### src/rtl/linear_probe_hash_set_top_macros.svh
// assertion macros for the hash set rtl
// expects clk and arst_n in the scope of the module that uses them
`ifndef LINEAR_PROBE_HASH_SET_TOP_MACROS_SVH
`define LINEAR_PROBE_HASH_SET_TOP_MACROS_SVH

// property that must hold at every edge out of reset
`define LPHS_ASSERT_ALWAYS(label, prop, msg) \
	label: assert property (@(posedge clk) disable iff (!arst_n) (prop)) \
		else $error(msg);

// same-cycle implication
`define LPHS_ASSERT_IMPLIES(label, cond, prop, msg) \
	label: assert property (@(posedge clk) disable iff (!arst_n) (cond) |-> (prop)) \
		else $error(msg);

// next-cycle implication
`define LPHS_ASSERT_NEXT(label, cond, prop, msg) \
	label: assert property (@(posedge clk) disable iff (!arst_n) (cond) |=> (prop)) \
		else $error(msg);

`endif

### src/rtl/lphs_pkg.sv
// types and constants for the linear probing hash set
// used by the front, queue, back and top level; depends on nothing
package lphs_pkg;

	// key and hash
	localparam int unsigned KEY_W = 64;
	localparam logic [KEY_W-1:0] MIX_C1 = 64'hff51afd7ed558ccd;
	localparam logic [KEY_W-1:0] MIX_C2 = 64'hc4ceb9fe1a85ec53;
	localparam int unsigned MIX_SHIFT = 33;

	// home slot carried at its widest supported size, cut down in the back
	localparam int unsigned HOME_W = 16;

	// slot word: used mark above the key
	localparam int unsigned SLOT_W = KEY_W + 1;

	localparam int unsigned KEY_COUNT_W = 10;
	localparam int unsigned QUEUE_DEPTH = 2;

	// request kinds
	localparam logic REQ_ADD = 1'b0;
	localparam logic REQ_QUERY = 1'b1;

	typedef enum logic [1:0] {
		F_IDLE,
		F_HASH,
		F_PUSH
	} lphs_fstate_t;

	typedef enum logic [1:0] {
		B_CLEAR,
		B_IDLE,
		B_PROBE,
		B_EMIT
	} lphs_bstate_t;

	typedef struct packed {
		logic req_type;
		logic [KEY_W-1:0] key_value;
		logic [HOME_W-1:0] home;
	} lphs_entry_t;

	typedef struct packed {
		logic found;
		logic inserted;
		logic refused_full;
		logic [KEY_COUNT_W-1:0] key_count;
	} lphs_result_t;

endpackage

### src/rtl/lphs_queue.sv
// short fifo of classified requests between front and back
// depends on lphs_pkg
module lphs_queue (
	input  logic                  clk,
	input  logic                  arst_n,
	input  logic                  push,
	input  lphs_pkg::lphs_entry_t push_entry,
	output logic                  full,
	input  logic                  pop,
	output lphs_pkg::lphs_entry_t pop_entry,
	output logic                  empty
);
	import lphs_pkg::*;

	localparam int unsigned PTR_W = $clog2(QUEUE_DEPTH);
	localparam int unsigned CNT_W = $clog2(QUEUE_DEPTH + 1);

	lphs_entry_t      entry_q [QUEUE_DEPTH];
	logic [PTR_W-1:0] wr_ptr_q;
	logic [PTR_W-1:0] rd_ptr_q;
	logic [CNT_W-1:0] cnt_q;
	logic             do_push;
	logic             do_pop;

	assign full      = (cnt_q == CNT_W'(QUEUE_DEPTH));
	assign empty     = (cnt_q == '0);
	assign do_push   = push && !full;
	assign do_pop    = pop && !empty;
	assign pop_entry = entry_q[rd_ptr_q];

	// pointers and fill level
	always_ff @(posedge clk or negedge arst_n) begin
		if (!arst_n) begin
			wr_ptr_q <= '0;
			rd_ptr_q <= '0;
			cnt_q    <= '0;
		end else begin
			if (do_push) begin
				wr_ptr_q <= wr_ptr_q + 1'b1;
			end
			if (do_pop) begin
				rd_ptr_q <= rd_ptr_q + 1'b1;
			end
			cnt_q <= cnt_q + CNT_W'(do_push) - CNT_W'(do_pop);
		end
	end

	// storage
	always_ff @(posedge clk) begin
		if (do_push) begin
			entry_q[wr_ptr_q] <= push_entry;
		end
	end

endmodule

### config.mk
export PLATFORM = sky130hd
export DESIGN_NAME = lphs_queue
export DESIGN_NICKNAME = d
export VERILOG_FILES = /design/src/rtl/linear_probe_hash_set_top_macros.svh /design/src/rtl/lphs_pkg.sv /design/src/rtl/lphs_queue.sv
export SDC_FILE = /design/constraint.sdc
export NUM_CORES = 1
export LEC_CHECK = 0
export BUFFER_PORTS_ARGS = -buffer_cell sky130_fd_sc_hd__buf_2
export CAP_MARGIN = 20
export CELL_PAD_IN_SITES_DETAIL_PLACEMENT = 2
export CELL_PAD_IN_SITES_GLOBAL_PLACEMENT = 2
export CORE_UTILIZATION = 35
export DETAILED_ROUTE_END_ITERATION = 8
export GPL_ROUTABILITY_DRIVEN = 0
export PLACE_DENSITY_LB_ADDON = 0.05
export RECOVER_POWER = 25
export SLEW_MARGIN = 20
export SYNTH_ARGS = -nofsm -noshare
export SYNTH_HDL_FRONTEND = slang
export SYNTH_SLANG_ARGS = --single-unit
### constraint.sdc
create_clock -name clk -period 5.2 [get_ports clk]
set_clock_uncertainty 0.15 [all_clocks]
set_input_delay 1.56 -clock clk [delete_from_list [all_inputs] [get_ports clk]]
set_output_delay 1.56 -clock clk [all_outputs]
set_load 0.02 [all_outputs]
Word level (Yosys, flattened, before mapping). Memory sizes are Yosys's and may differ from the RTL's. Cells that the tools add are included. W data, S select, Z words.

Register bits after elaboration: 4. RAM bits: 162. Bits in read-only memories: 0. Bits of input ports: 85. Logic and storage cells: 16. Bits in latches: 0. Memories kept: 1. Output and inout port bits: 83.

Memory list: entry_q (words 2, width 81, rd ports 1, clocked after memory_dff 0, write ports 1, RTL line lphs_queue.sv:18) `lphs_entry_t entry_q [QUEUE_DEPTH];`.

Shift-type cells: 0. Bitwise operators: 0. $add $sub $neg: 4. Order comparisons: 0. Reduce and logical (&&, ||, !) cells: 5. Div/mod/pow operators: 0. $mul: 0. Muxes and demuxes: 2. Equal/unequal tests: 1.

Operator list (count): $add A1 B1 Y1 const B (2); $add A2 B1 Y2 (1); $eq A2 B2 Y1 const B (1); $logic_and A1 B1 Y1 (2); $logic_not A1 Y1 (2); $logic_not A2 Y1 (1); $mux W1 (2); $sub A2 B1 Y2 (1).

Logic depth before layout (Yosys ltp).
Word-level depth: 5. Depth in mapped cells: 7.

Least setup slack after synthesis. Ideal clock, no wire load.

Kind: input to register. Start: in push. End: mem entry_q[0][0] in the netlist's numbering, enable pin. Setup slack: -503 ps. Required time: 4529 ps. Arrival: 5032 ps. Cell stages on the path: 2. Buffers on the path: 0. Library setup time: 521 ps. Cell sequence: nand2_1 > nor2_1.

Cells in the longest elaborated chain, start to end: 3.

Ends and longest elaborated chain: start: declaration (RTL line lphs_queue.sv:6) `input logic push,`; $logic_and A1 B1 Y1 (RTL line lphs_queue.sv:27) `assign do_push = push && !full;`; $mux W1 (RTL line lphs_queue.sv:50) `if (do_push) begin`; $mux W1 (not written as such) (RTL line lphs_queue.sv:51) `entry_q[wr_ptr_q] <= push_entry;`; end: declaration (RTL line lphs_queue.sv:18).

No other way between the ends.

==> qor.json <==
{
  "outcome": {
    "outcome": "finished clean"
  },
  "route": {
    "ant_nets": 0,
    "postRouteWirelength_microns": 12900,
    "post-route-drc-count": 0,
    "wl_per_cell_microns": 18.6,
    "drt_iter0_drc": 218,
    "firstDrtPassIters": 4,
    "via_count": 3068,
    "route.detailed.vias_per_inst": 4.43
  },
  "logic_synthesis": {
    "synth.cell_area_sq_um": 6440,
    "synth.distinct_cells": 15,
    "netlist.top_cell.by_area": "edfxtp_1",
    "ys.flop_type": "edfxtp_1",
    "ys_async_sr_fraction": 0.0241,
    "synth.area.mux_share": 0.188,
    "synth_top_area_share": 0.755,
    "yosysSeqAreaShare": 0.771,
    "syn-mean-instance-area_sq_um": 23.9,
    "synth-compound-area-share": 0,
    "post_synth_inst_count": 270,
    "yosys_warnings": 0,
    "simple_gate_portion_of_the_synthesized_area": 0.00466,
    "synth.ff_latch_count": 166,
    "synth-edff-count": 162,
    "parity_gate_share_of_the_synthesized_area_counting_xor_and_xnor_cells": 0.00544,
    "post_synth_fa_ha_maj_area_fraction": 0.00388,
    "postSynthNetCount": 357,
    "ys_top_cells_by_area": "edfxtp_1, mux2_4, buf_12",
    "top_post_synthesis_cells_by_count": "edfxtp_1, mux2_4, buf_12",
    "synth_most_common_cell": "edfxtp_1",
    "largest_family_of_logic_cells_by_synthesized_area": "multiplexers"
  },
  "layout": {
    "diodes": 0,
    "share_of_layout_cells_above_drive_strength_1": 0.582,
    "nNetsFinal": 540,
    "postLayoutCellArea_sq_um": 8050,
    "layout-area-overhead-vs-synth_pct": 25.0
  },
  "grt": {
    "grt_pass1_wl_microns": 18500,
    "antenna_found_initial": 2,
    "first_global_vias": 3382,
    "grt_usage": 0.140,
    "grt_start_max_net_pins": 63,
    "globalRoute.totalOverflow": 0
  },
  "sta": {
    "maxClockFrequency_mhz": 248,
    "drv_slew": 0,
    "transition_time_at_the_pin_with_the_least_slew_margin_ns": 0.873,
    "timing.slew.headroom": 0.418,
    "timing.final.crit_share": 0.777,
    "min_period_ns": 4.04,
    "setup-violations-final": 0,
    "rsz0062_at_grt": "no",
    "number_of_failing_hold_endpoints_at_the_final_stage": 0,
    "setup_total_negative_slack_ns": 0
  },
  "floorplanning": {
    "pin_count": 168,
    "die-area_sq_um": 19000,
    "floorplan.die.height_microns": 138,
    "initial_utilization": 0.357,
    "core_region_area_sq_um": 18000,
    "die-width_microns": 138,
    "fp-row-count": 49
  },
  "worst_hold_path": {
    "hold-path-cell-count": 1,
    "hold_path_end": "cnt_q[1]$_DFF_PN0_",
    "hold_path.class": "reg2reg",
    "hold_start": "cnt_q[1]$_DFF_PN0_"
  },
  "clock_network": {
    "h_tree_depth": 4,
    "cts_resized": 0,
    "ctsLongestPathBuffers": 2,
    "post-cts-setup-buffer-count": 0,
    "cts_tree": "yes",
    "clock_pin_slew_on_the_worst_setup_and_hold_paths_ns": 0.06,
    "holdBufCountCts": 0,
    "tritoncts_num_sinks": 166,
    "worstSkewPairLatency_ns": 0.41,
    "clock_root_buffer": "clkbuf_16",
    "tritoncts.num_buffers": 17
  },
  "flow_run": {
    "drv_cap": 0
  },
  "placed_design": {
    "placed_area_sq_um": 7480,
    "number_of_buffers_added_on_ports": 167,
    "place_hpwl_microns": 8650
  },
  "worst_setup_path": {
    "worst-r2r-setup-slack_ns": 3.03,
    "critical_path.reg2reg.endpoint": "entry_q[0][80]$_DFFE_PP_",
    "critical_path_fanout_max": 42,
    "critPathKind": "reg2out",
    "endpoint_kind": "primary output",
    "reg2regPathDepth": 4,
    "startpoint_type": "flop",
    "cp_data_arrival_time_ns": 2.33,
    "timing.critical_path.required_ns": 3.49,
    "reg2reg_from": "cnt_q[1]$_DFF_PN0_"
  },
  "pwr": {
    "power_density_nw_per_um2": 610,
    "cellLeakagePower_nw": 3.21,
    "ir_drop_mv": 0.313
  }
}
-- power by group --
group,total [W],switching [W],internal [W]
combinational,0.00163,0.000876,0.000753
sequential,0.00201,0.000181,0.00183
clock,0.00127,0.000480,0.000793
-- through the flow --
stage | power, W | instances | worst slack [ns] | util | hold slack [ns]
after global routing | 0.00516 | 693 | 1.02 | 0.447 | 0.407
final | 0.00491 | 693 | 1.16 | 0.447 | 0.375
after CTS | 0.00501 | 693 | 1.09 | 0.448 | 0.378
after floorplan | 0.00331 | 270 | 0.857 | - | 0.318
after detailed placement | 0.00372 | 663 | 1.55 | 0.415 | 0.365
after global placement | 0.00368 | 663 | 1.59 | 0.415 | 0.336
-- final cells by class --
| type | count | area [sq um] |
|---|---|---|
| clock inverter | 11 | 159 |
| timing repair buffer | 173 | 888 |
| inverter | 2 | 7.51 |
| fill | 1702 | 9970 |
| multi-input combinational | 93 | 1310 |
| tap | 229 | 287 |
| clock buffer | 19 | 433 |
| sequential | 166 | 4970 |
-- layer usage --
layer  vias up  routed length (microns)  GRT usage
met5         -                       16          0
met4         2                      180     0.0641
met3        16                      835     0.0475
met2        97                     6760      0.242
met1      1525                     5100      0.153
li1       1428                        -          -
-- cell usage in the layout (no fill, tap or decap), types with 2 or more instances in the layout --
cell          n
clkinv_2      4
buf_12        2
inv_1         2
xnor2_1       3
ha_1          2
edfxtp_1    162
buf_4         4
dfrtp_1       3
buf_2       153
mux2_4       79
bufinv_16     4
clkbuf_16    17
clkinvlp_4    2
clkbuf_1     16
mux2_2        2
-- registers in the layout (all words and copies together) (netlist names) --
name      flops
cnt_q         2
rd_ptr_q      1
entry_q     162
wr_ptr_q      1
-- worst max-delay path by stage --
| stage | from | endpoint | slack (ns) | cells after the start |
|---|---|---|---|---|
| after floorplan | push | entry_q[0][0]$_DFFE_PP_ | 0.86 | 2 |
| after global routing | rd_ptr_q$_DFFE_PN0P_ | pop_entry[69] | 1.02 | 3 |
| final | rd_ptr_q$_DFFE_PN0P_ | pop_entry[69] | 1.16 | 3 |
| after detailed placement | rd_ptr_q$_DFFE_PN0P_ | pop_entry[69] | 1.55 | 3 |
| after CTS | rd_ptr_q$_DFFE_PN0P_ | pop_entry[69] | 1.09 | 3 |
| after global placement | rd_ptr_q$_DFFE_PN0P_ | pop_entry[69] | 1.59 | 3 |
-- logic make-up after synthesis --
group                    after synthesis
XOR/XNOR                               4
adder cells (fa/ha/maj)                2
buffers and inverters                 11
flip-flops                           166
multiplexers                          81
AND/OR/NAND/NOR                        6
-- worst max-delay path, stage by stage, from the launching register on --
cell	delay [ns]
dfrtp_4	1.01
buf_4	0.38
mux2_2	0.36
buf_2	0.16
No activity file was read; power rests on OpenSTA's default activity.
