<file path="src/rtl/linear_probe_hash_set_top_macros.svh">
// assertion macros for the hash set rtl
// expects clk and arst_n in the scope of the module that uses them
`ifndef LINEAR_PROBE_HASH_SET_TOP_MACROS_SVH
`define LINEAR_PROBE_HASH_SET_TOP_MACROS_SVH

// property that must hold at every edge out of reset
`define LPHS_ASSERT_ALWAYS(label, prop, msg) \
	label: assert property (@(posedge clk) disable iff (!arst_n) (prop)) \
		else $error(msg);

// same-cycle implication
`define LPHS_ASSERT_IMPLIES(label, cond, prop, msg) \
	label: assert property (@(posedge clk) disable iff (!arst_n) (cond) |-> (prop)) \
		else $error(msg);

// next-cycle implication
`define LPHS_ASSERT_NEXT(label, cond, prop, msg) \
	label: assert property (@(posedge clk) disable iff (!arst_n) (cond) |=> (prop)) \
		else $error(msg);

`endif

</file>
<file path="src/rtl/lphs_pkg.sv">
// types and constants for the linear probing hash set
// used by the front, queue, back and top level; depends on nothing
package lphs_pkg;

	// key and hash
	localparam int unsigned KEY_W = 64;
	localparam logic [KEY_W-1:0] MIX_C1 = 64'hff51afd7ed558ccd;
	localparam logic [KEY_W-1:0] MIX_C2 = 64'hc4ceb9fe1a85ec53;
	localparam int unsigned MIX_SHIFT = 33;

	// home slot carried at its widest supported size, cut down in the back
	localparam int unsigned HOME_W = 16;

	// slot word: used mark above the key
	localparam int unsigned SLOT_W = KEY_W + 1;

	localparam int unsigned KEY_COUNT_W = 10;
	localparam int unsigned QUEUE_DEPTH = 2;

	// request kinds
	localparam logic REQ_ADD = 1'b0;
	localparam logic REQ_QUERY = 1'b1;

	typedef enum logic [1:0] {
		F_IDLE,
		F_HASH,
		F_PUSH
	} lphs_fstate_t;

	typedef enum logic [1:0] {
		B_CLEAR,
		B_IDLE,
		B_PROBE,
		B_EMIT
	} lphs_bstate_t;

	typedef struct packed {
		logic req_type;
		logic [KEY_W-1:0] key_value;
		logic [HOME_W-1:0] home;
	} lphs_entry_t;

	typedef struct packed {
		logic found;
		logic inserted;
		logic refused_full;
		logic [KEY_COUNT_W-1:0] key_count;
	} lphs_result_t;

endpackage

</file>
<file path="src/rtl/lphs_front.sv">
// front end: takes requests, works out the fmix64 home slot, hands to the queue
// depends on lphs_pkg
module lphs_front #(
	parameter int unsigned TABLE_SLOTS = 1024
) (
	input  logic                clk,
	input  logic                arst_n,
	input  logic                hold,
	input  logic                in_valid,
	output logic                in_ready,
	input  logic                in_req,
	input  logic [63:0]         in_key,
	output logic                push,
	output lphs_pkg::lphs_entry_t push_entry,
	input  logic                q_full
);
	import lphs_pkg::*;

	localparam logic [HOME_W-1:0] HOME_MASK = HOME_W'(TABLE_SLOTS - 1);

	// phase within one 64x64 multiply; each product is accumulated in the phase after its issue
	localparam logic [1:0] PH_LL   = 2'd0;
	localparam logic [1:0] PH_LH   = 2'd1;
	localparam logic [1:0] PH_HL   = 2'd2;
	localparam logic [1:0] PH_FOLD = 2'd3;
	localparam logic [2:0] STEP_LAST = 3'd7;

	lphs_fstate_t state_q, state_d;
	logic [2:0] step_q;

	logic             req_q;
	logic [KEY_W-1:0] key_q;
	logic [KEY_W-1:0] h_q;
	logic [KEY_W-1:0] acc_q;
	logic [KEY_W-1:0] prod_q;
	logic [HOME_W-1:0] home_q;

	logic [31:0]      op_a;
	logic [31:0]      op_b;
	logic [KEY_W-1:0] mul_c;
	logic [KEY_W-1:0] prod_d;
	logic [KEY_W-1:0] acc_sum;
	logic [KEY_W-1:0] mixed;

	// operand select: low*low, low*const_hi, high*const_lo; second constant in the upper half
	always_comb begin
		mul_c = step_q[2] ? MIX_C2 : MIX_C1;
		op_a  = (step_q[1:0] == PH_HL) ? h_q[63:32] : h_q[31:0];
		op_b  = (step_q[1:0] == PH_LH) ? mul_c[63:32] : mul_c[31:0];
	end

	assign prod_d  = op_a * op_b;
	assign acc_sum = acc_q + {prod_q[31:0], 32'b0};
	assign mixed   = acc_sum ^ (acc_sum >> MIX_SHIFT);

	// next state and handshakes
	always_comb begin
		state_d  = state_q;
		in_ready = 1'b0;
		push     = 1'b0;
		case (state_q)
			F_IDLE: begin
				in_ready = !hold;
				if (in_valid && !hold) begin
					state_d = F_HASH;
				end
			end
			F_HASH: begin
				if (step_q == STEP_LAST) begin
					state_d = F_PUSH;
				end
			end
			F_PUSH: begin
				push = 1'b1;
				if (!q_full) begin
					state_d = F_IDLE;
				end
			end
			default: begin
				state_d = F_IDLE;
			end
		endcase
	end

	// control registers
	always_ff @(posedge clk or negedge arst_n) begin
		if (!arst_n) begin
			state_q <= F_IDLE;
			step_q  <= '0;
		end else begin
			state_q <= state_d;
			if (state_q == F_HASH) begin
				step_q <= step_q + 3'd1;
			end
		end
	end

	// hash datapath: one 32x32 product per cycle, accumulated the cycle after
	always_ff @(posedge clk) begin
		if (in_valid && in_ready) begin
			req_q <= in_req;
			key_q <= in_key;
			h_q   <= in_key ^ (in_key >> MIX_SHIFT);
		end
		if (state_q == F_HASH) begin
			prod_q <= prod_d;
			case (step_q[1:0])
				PH_LH: begin
					acc_q <= prod_q;
				end
				PH_HL: begin
					acc_q <= acc_sum;
				end
				PH_FOLD: begin
					h_q    <= mixed;
					home_q <= mixed[HOME_W-1:0] & HOME_MASK;
				end
				default: begin
				end
			endcase
		end
	end

	assign push_entry = '{req_type: req_q, key_value: key_q, home: home_q};

endmodule

</file>
<file path="config.mk">
export PLATFORM = sky130hd
export DESIGN_NAME = lphs_front
export DESIGN_NICKNAME = d
export VERILOG_FILES = /design/src/rtl/linear_probe_hash_set_top_macros.svh /design/src/rtl/lphs_pkg.sv /design/src/rtl/lphs_front.sv
export SDC_FILE = /design/constraint.sdc
export NUM_CORES = 2
export LEC_CHECK = 0
export ABC_AREA = 1
export BUFFER_PORTS_ARGS = -buffer_cell sky130_fd_sc_hd__buf_2
export CORE_MARGIN = 2
export CORE_UTILIZATION = 40
export CTS_BUF_LIST = sky130_fd_sc_hd__clkbuf_8
export CTS_CLUSTER_DIAMETER = 150
export DETAILED_ROUTE_END_ITERATION = 8
export PLACE_DENSITY = 0.66
export SYNTH_ARGS = -nofsm -noshare
export SYNTH_HDL_FRONTEND = slang
export SYNTH_SLANG_ARGS = --single-unit
</file>
<file path="constraint.sdc">
create_clock -name clk -period 11.9 [get_ports clk]
set_input_delay 1.19 -clock clk [delete_from_list [all_inputs] [get_ports clk]]
set_output_delay 1.19 -clock clk [all_outputs]
set_load 0.01 [all_outputs]
</file>
# Word-level counts from Yosys, hierarchy flattened
# Index checks and enable logic that the tools add are counted.
[totals] regBits=272 latchBits=0 ramBits=0 romBits=0 input_bits=70 output_inout_bits=83 n_memories=0
[classes] addsub=2 multipliers=1 n_div=0 magnitude_cmp=0 n_eq_ne=9 shift=0 n_mux=13 n_bitwise=2 reduce_logical=8
[op_table] operator="64-bit 2-to-1 mux" n=3
[op_table] operator="64-bit one-hot mux with 2 select lines" n=1
[op_table] operator="64-bit by 31-bit bitwise XOR with 64-bit output" n=2
[op_table] operator="64-bit adder" n=1
[op_table] operator="32-bit by 32-bit multiplier with 64-bit output" n=1
[op_table] operator="32-bit 2-to-1 mux" n=2
[op_table] operator="62-bit 2-to-1 mux" n=1
[op_table] operator="2-bit equality test, second input constant" n=3
[op_table] operator="2-bit 2-to-1 mux" n=3
[op_table] operator="2-bit != test, second input constant" n=3
[op_table] operator="2-bit one-hot mux with 3 select lines" n=1
[op_table] operator="2-bit by 1-bit equality test with 1-bit output, second input constant" n=2
[op_table] operator="2-bit AND reduction" n=2
[op_table] operator="3-bit by 1-bit adder with 3-bit output, second input constant" n=1
[op_table] operator="3-bit equality test, second input constant" n=1
[op_table] operator="3-bit AND reduction" n=1
[op_table] operator="1-bit logical AND" n=2
[op_table] operator="2-bit logical NOT" n=1
[op_table] operator="1-bit 2-to-1 mux" n=2
[op_table] operator="2-bit nonzero test" n=1
[op_table] operator="1-bit logical NOT" n=1

# Logic depth before layout (Yosys ltp)
[depth] ltp_word=6 depth_mapped=39 depth_no_buf=37

# Worst setup path before layout
# OpenSTA, ideal clock, no wires.
[synth_path] kind="register -> register" startpoint="register step_q[1]" endpoint="register prod_q[44], data pin" setup_ps=252 arrival_ps=7698 t_required_ps=11648 path_slack_ps=3949 path_stages_with_launch=34 n_path_buf=4 synth_period_minus_slack_ps=7951 cell_sequence="dfrtp_1 -> inv_1 -> ha_1 -> inv_1 -> clkbuf_1 -> ha_1 -> buf_2 -> buf_2 -> buf_2 -> nor2_1 -> inv_1 -> fa_1 -> inv_1 -> fa_1 -> fa_1 -> inv_1 -> fa_1 -> inv_1 -> fa_1 -> fa_1 -> fa_1 -> inv_1 -> fa_1 -> inv_1 -> ha_1 -> nand2_1 -> nor2_1 -> inv_1 -> nor2_1 -> nand3_1 -> o21ai_1 -> nand3_1 -> nand3_1 -> nand2_1"
[synth_via] elab_chain_cells=3 elab_cells_between_ends=5 cone_classes="mul: 1; eq/ne: 2; mux: 2"
[synth_rtl] element="start, declared" line_no="lphs_front.sv:29" text="logic [2:0] step_q;"
[synth_rtl] element="start signal, assigned" line_no="lphs_front.sv:93" text="step_q <= step_q + 3'd1;"
[synth_rtl] element="2-bit equality test / 2-bit by 1-bit equality test with 1-bit output (equally long branches)" line_no="lphs_front.sv:48, lphs_front.sv:49"
[synth_rtl] element="32-bit 2-to-1 mux (on tied branches)" line_no="lphs_front.sv:48, lphs_front.sv:49"
[synth_rtl] element="32-bit by 32-bit multiplier with 64-bit output *" line_no="lphs_front.sv:52" text="assign prod_d = op_a * op_b;"
[synth_rtl] element="via prod_d[44]" line_no="lphs_front.sv:41" text="logic [KEY_W-1:0] prod_d;"
[synth_rtl] element="end signal, assigned" line_no="lphs_front.sv:106" text="prod_q <= prod_d;"
[synth_rtl] element="end, declared" line_no="lphs_front.sv:35" text="logic [KEY_W-1:0] prod_q;"
# Mark *: on every way through the listed nets, which the timed path passes. The rest lies on a longest branch.
# A chain may end at the register's enable or synchronous reset.

# Worst setup path in the final report
[layout_path] startpoint="register step_q[1]" endpoint="register prod_q[60], data pin"
# The elaborated chain is that of the path after synthesis.

==> impl_metrics.py <==
metrics = {
    "die": {
        "die_h_um": 337,
        "core_um2": 110000,
        "die_x_um": 337,
        "pin_count": 153,
        "start_util_pct": 40.2,
        "die_area_um2": 114000,
        "rows": 122,
    },
    "clocking": {
        "tritoncts": "done",
        "postCtsResizedCells": 0,
        "path_clk_slew_ns": 0.07,
        "clock-sinks": 272,
        "post_cts_buffers": 0,
        "numCtsBuffers": 44,
        "clk_path_buf_depth": 3,
        "insertion_delay_ns": 0.59,
        "cts_hold_buf": 0,
        "root_buffer": "clkbuf_8",
        "ctsHtreeMaxLevel": 2,
    },
    "drt": {
        "drc": 0,
        "drt-met1-wl_um": 64900,
        "wl_met2_um": 66600,
        "top_layer_used": "met5",
        "wirelength_um": 153000,
        "drtPass1Iterations": 6,
        "antenna_left": 0,
        "vias": 34900,
        "drt_iter0_markers": 3780,
        "wl_per_cell_um": 22.4,
        "vias_per_cell": 5.13,
        "wl_met3_um": 13500,
    },
    "synthesis": {
        "ys_seq_area_share_pct": 16.9,
        "yosysTopAreaCellShare_pct": 34.7,
        "syn_area_um2": 44400,
        "muxShareOfSynthArea_pct": 0.181,
        "synth_top_family_by_area": "adder cells",
        "async_flop_share_pct": 1.84,
        "synth_warnings": 0,
        "ys_seq_elements": 272,
        "syn_inst": 5144,
        "synth_adder_area_share_pct": 46.0,
        "synth_area_leaders": "fa_1 35%, edfxtp_1 14%, inv_1 11%, ha_1 11%, nand2_1 7.0%",
        "synth_xor_area_share_pct": 3.26,
        "synth_compound_area_share_pct": 6.35,
        "ys_types": 48,
        "syn_area_per_cell_um2": 8.62,
        "synthFlopType": "edfxtp_1",
        "synth_top_area_cell": "fa_1",
        "synth_edf_count": 203,
        "synthSimpleGateAreaFrac_pct": 14.3,
    },
    "grt": {
        "track_usage_pct": 27.2,
        "grt.overflow.total": 0,
        "grt_pass1_vias": 35100,
        "grt_pass1_wl_um": 227000,
        "grt_start_max_net_pins": 80,
        "antenna_found_initial": 1,
    },
    "setup_path": {
        "start_kind": "flop",
        "required_ns": 12.21,
        "critPathSlowestCell": "ha_2",
        "critPathKind": "flop to flop",
        "cp_slowest_stage_delay_ns": 0.84,
        "endpoint_kind": "flop",
        "crit_buf_inv": 10,
        "path_delay_family": "adder cells",
        "crit_fanout": 29,
        "cp_data_arrival_time_ns": 10.51,
    },
    "sta": {
        "skew_ns": 0.0263,
        "worst_pin_slew_ns": 1.18,
        "slew_headroom_pct": 20.9,
        "fin_setup_tns_ns": 0,
        "period_share_pct": 85.6,
        "fin_ws_ns": 1.71,
        "max_freq_ghz": 0.0981,
        "drv_slew": 0,
        "finalHoldViolCount": 0,
        "timing.final.crit_period_ns": 10.19,
        "setup_viol": 0,
        "rsz0062_at_grt": "no",
    },
    "placement": {
        "hpwl_um": 134000,
        "place_ws_ns": 2.05,
        "place.gp.congestion": 1.07,
        "place.port_buffers": 146,
    },
    "status": {
        "outcome": "finished, final reports clean",
    },
    "finish": {
        "insertedDiodeCount": 0,
        "nets": 6522,
        "syn_to_final_growth_pct": 7.50,
        "drive_gt1_share_pct": 6.81,
    },
    "worst_hold_path": {
        "hold_class": "input pin to async pin",
    },
    "flow_run": {
        "maxCapViolations": 0,
    },
}
## path summary, 6_finish.rpt
path | cells after the start | to | slack [ns] | startpoint
setup / recovery | 31 | prod_q[60] | 1.71 | step_q[1]
hold reg to reg | 2 | h_q[31] | 0.47 | acc_q[31]
setup reg to reg | 31 | prod_q[60] | 1.71 | step_q[1]
max in group asynchronous | 1 | step_q[2] | 11.28 | arst_n
min in group clk | 2 | h_q[31] | 0.47 | acc_q[31]
hold / removal | 1 | step_q[2] | 0.45 | arst_n
## logic make-up (layout without fill, tap and decap cells)
logic type | after synthesis | count (layout)
AO/OA/AOI/OAI | 473 | 473
XOR/XNOR | 165 | 165
adder cells (fa/ha/maj) | 1169 | 1169
buffers and inverters | 1487 | 1656
flip-flops | 272 | 272
multiplexers | 8 | 8
other | 1 | 7
AND/OR/NAND/NOR | 1569 | 1569
## flip-flops by register name, summed over array words and instances, names as in the netlist
| name | flops |
|---|---|
| req_q | 1 |
| home_q | 10 |
| prod_q | 64 |
| key_q | 64 |
| acc_q | 64 |
| h_q | 64 |
| step_q | 3 |
| state_q | 2 |
## routing by layer
metal	vias to the layer above	global-route usage, %
met3	320	4.77
met1	17300	38.3
met5	-	0
met2	1623	41.4
li1	15700	-
met4	2	11.3
## layout by cell type, fill, tap and decap left out, types with 118 or more instances in the layout
master    count
a21oi_1     124
buf_2       146
edfxtp_1    203
fa_1        769
ha_1        398
inv_1      1361
nand2_1     831
nand3_1     149
nor2_1      497
o21ai_0     181
xor2_1      118
## cells in the mapped netlist (3+ instances only)
cell / number
inv_1: 1349
nand2_1: 832
fa_1: 769
nor2_1: 500
ha_1: 400
edfxtp_1: 203
o21ai_0: 181
nand3_1: 149
a21oi_1: 124
xor2_1: 118
dfxtp_1: 64
o21bai_1: 53
xnor2_1: 47
buf_2: 45
clkbuf_1: 28
nor2_2: 26
inv_2: 24
a31oi_1: 22
o21ai_2: 17
buf_4: 16
o21ai_1: 16
nor3_1: 15
a21o_1: 14
nand4_1: 13
nand3b_1: 11
o22ai_1: 11
o21ai_4: 10
o211ai_1: 9
buf_1: 8
buf_6: 8
mux2i_1: 8
nor2_4: 8
a21boi_0: 6
clkinv_1: 6
o21a_1: 6
dfrtp_1: 5
nand2_2: 4
nor4_1: 3
or2_2: 3
## layout make-up
type / instances / area, um2
multi-input combinational: 3391 / 31100
fill: 11000 / 62700
clock buffer: 54 / 743
sequential: 272 / 7500
timing repair buffer: 193 / 1080
inverter: 1381 / 5190
tap: 1488 / 1860
clock inverter: 28 / 154
## metrics by stage
stage / instances / hold WS (ns) / utilization [%] / instance area (um2)
global placement: 6725 / 0.440 / 42.4 / 46800
detailed placement: 6725 / 0.457 / 42.4 / 46800
CTS: 6807 / 0.422 / 43.2 / 47700
finish: 6807 / 0.445 / 43.2 / 47700
global route: 6807 / 0.410 / 43.2 / 47700
floorplan: 5150 / 0.422 / - / 44400
Power is left out: the tool's default activity adds up to more than one toggle a clock period on the data nets, which glitch-free logic cannot reach.
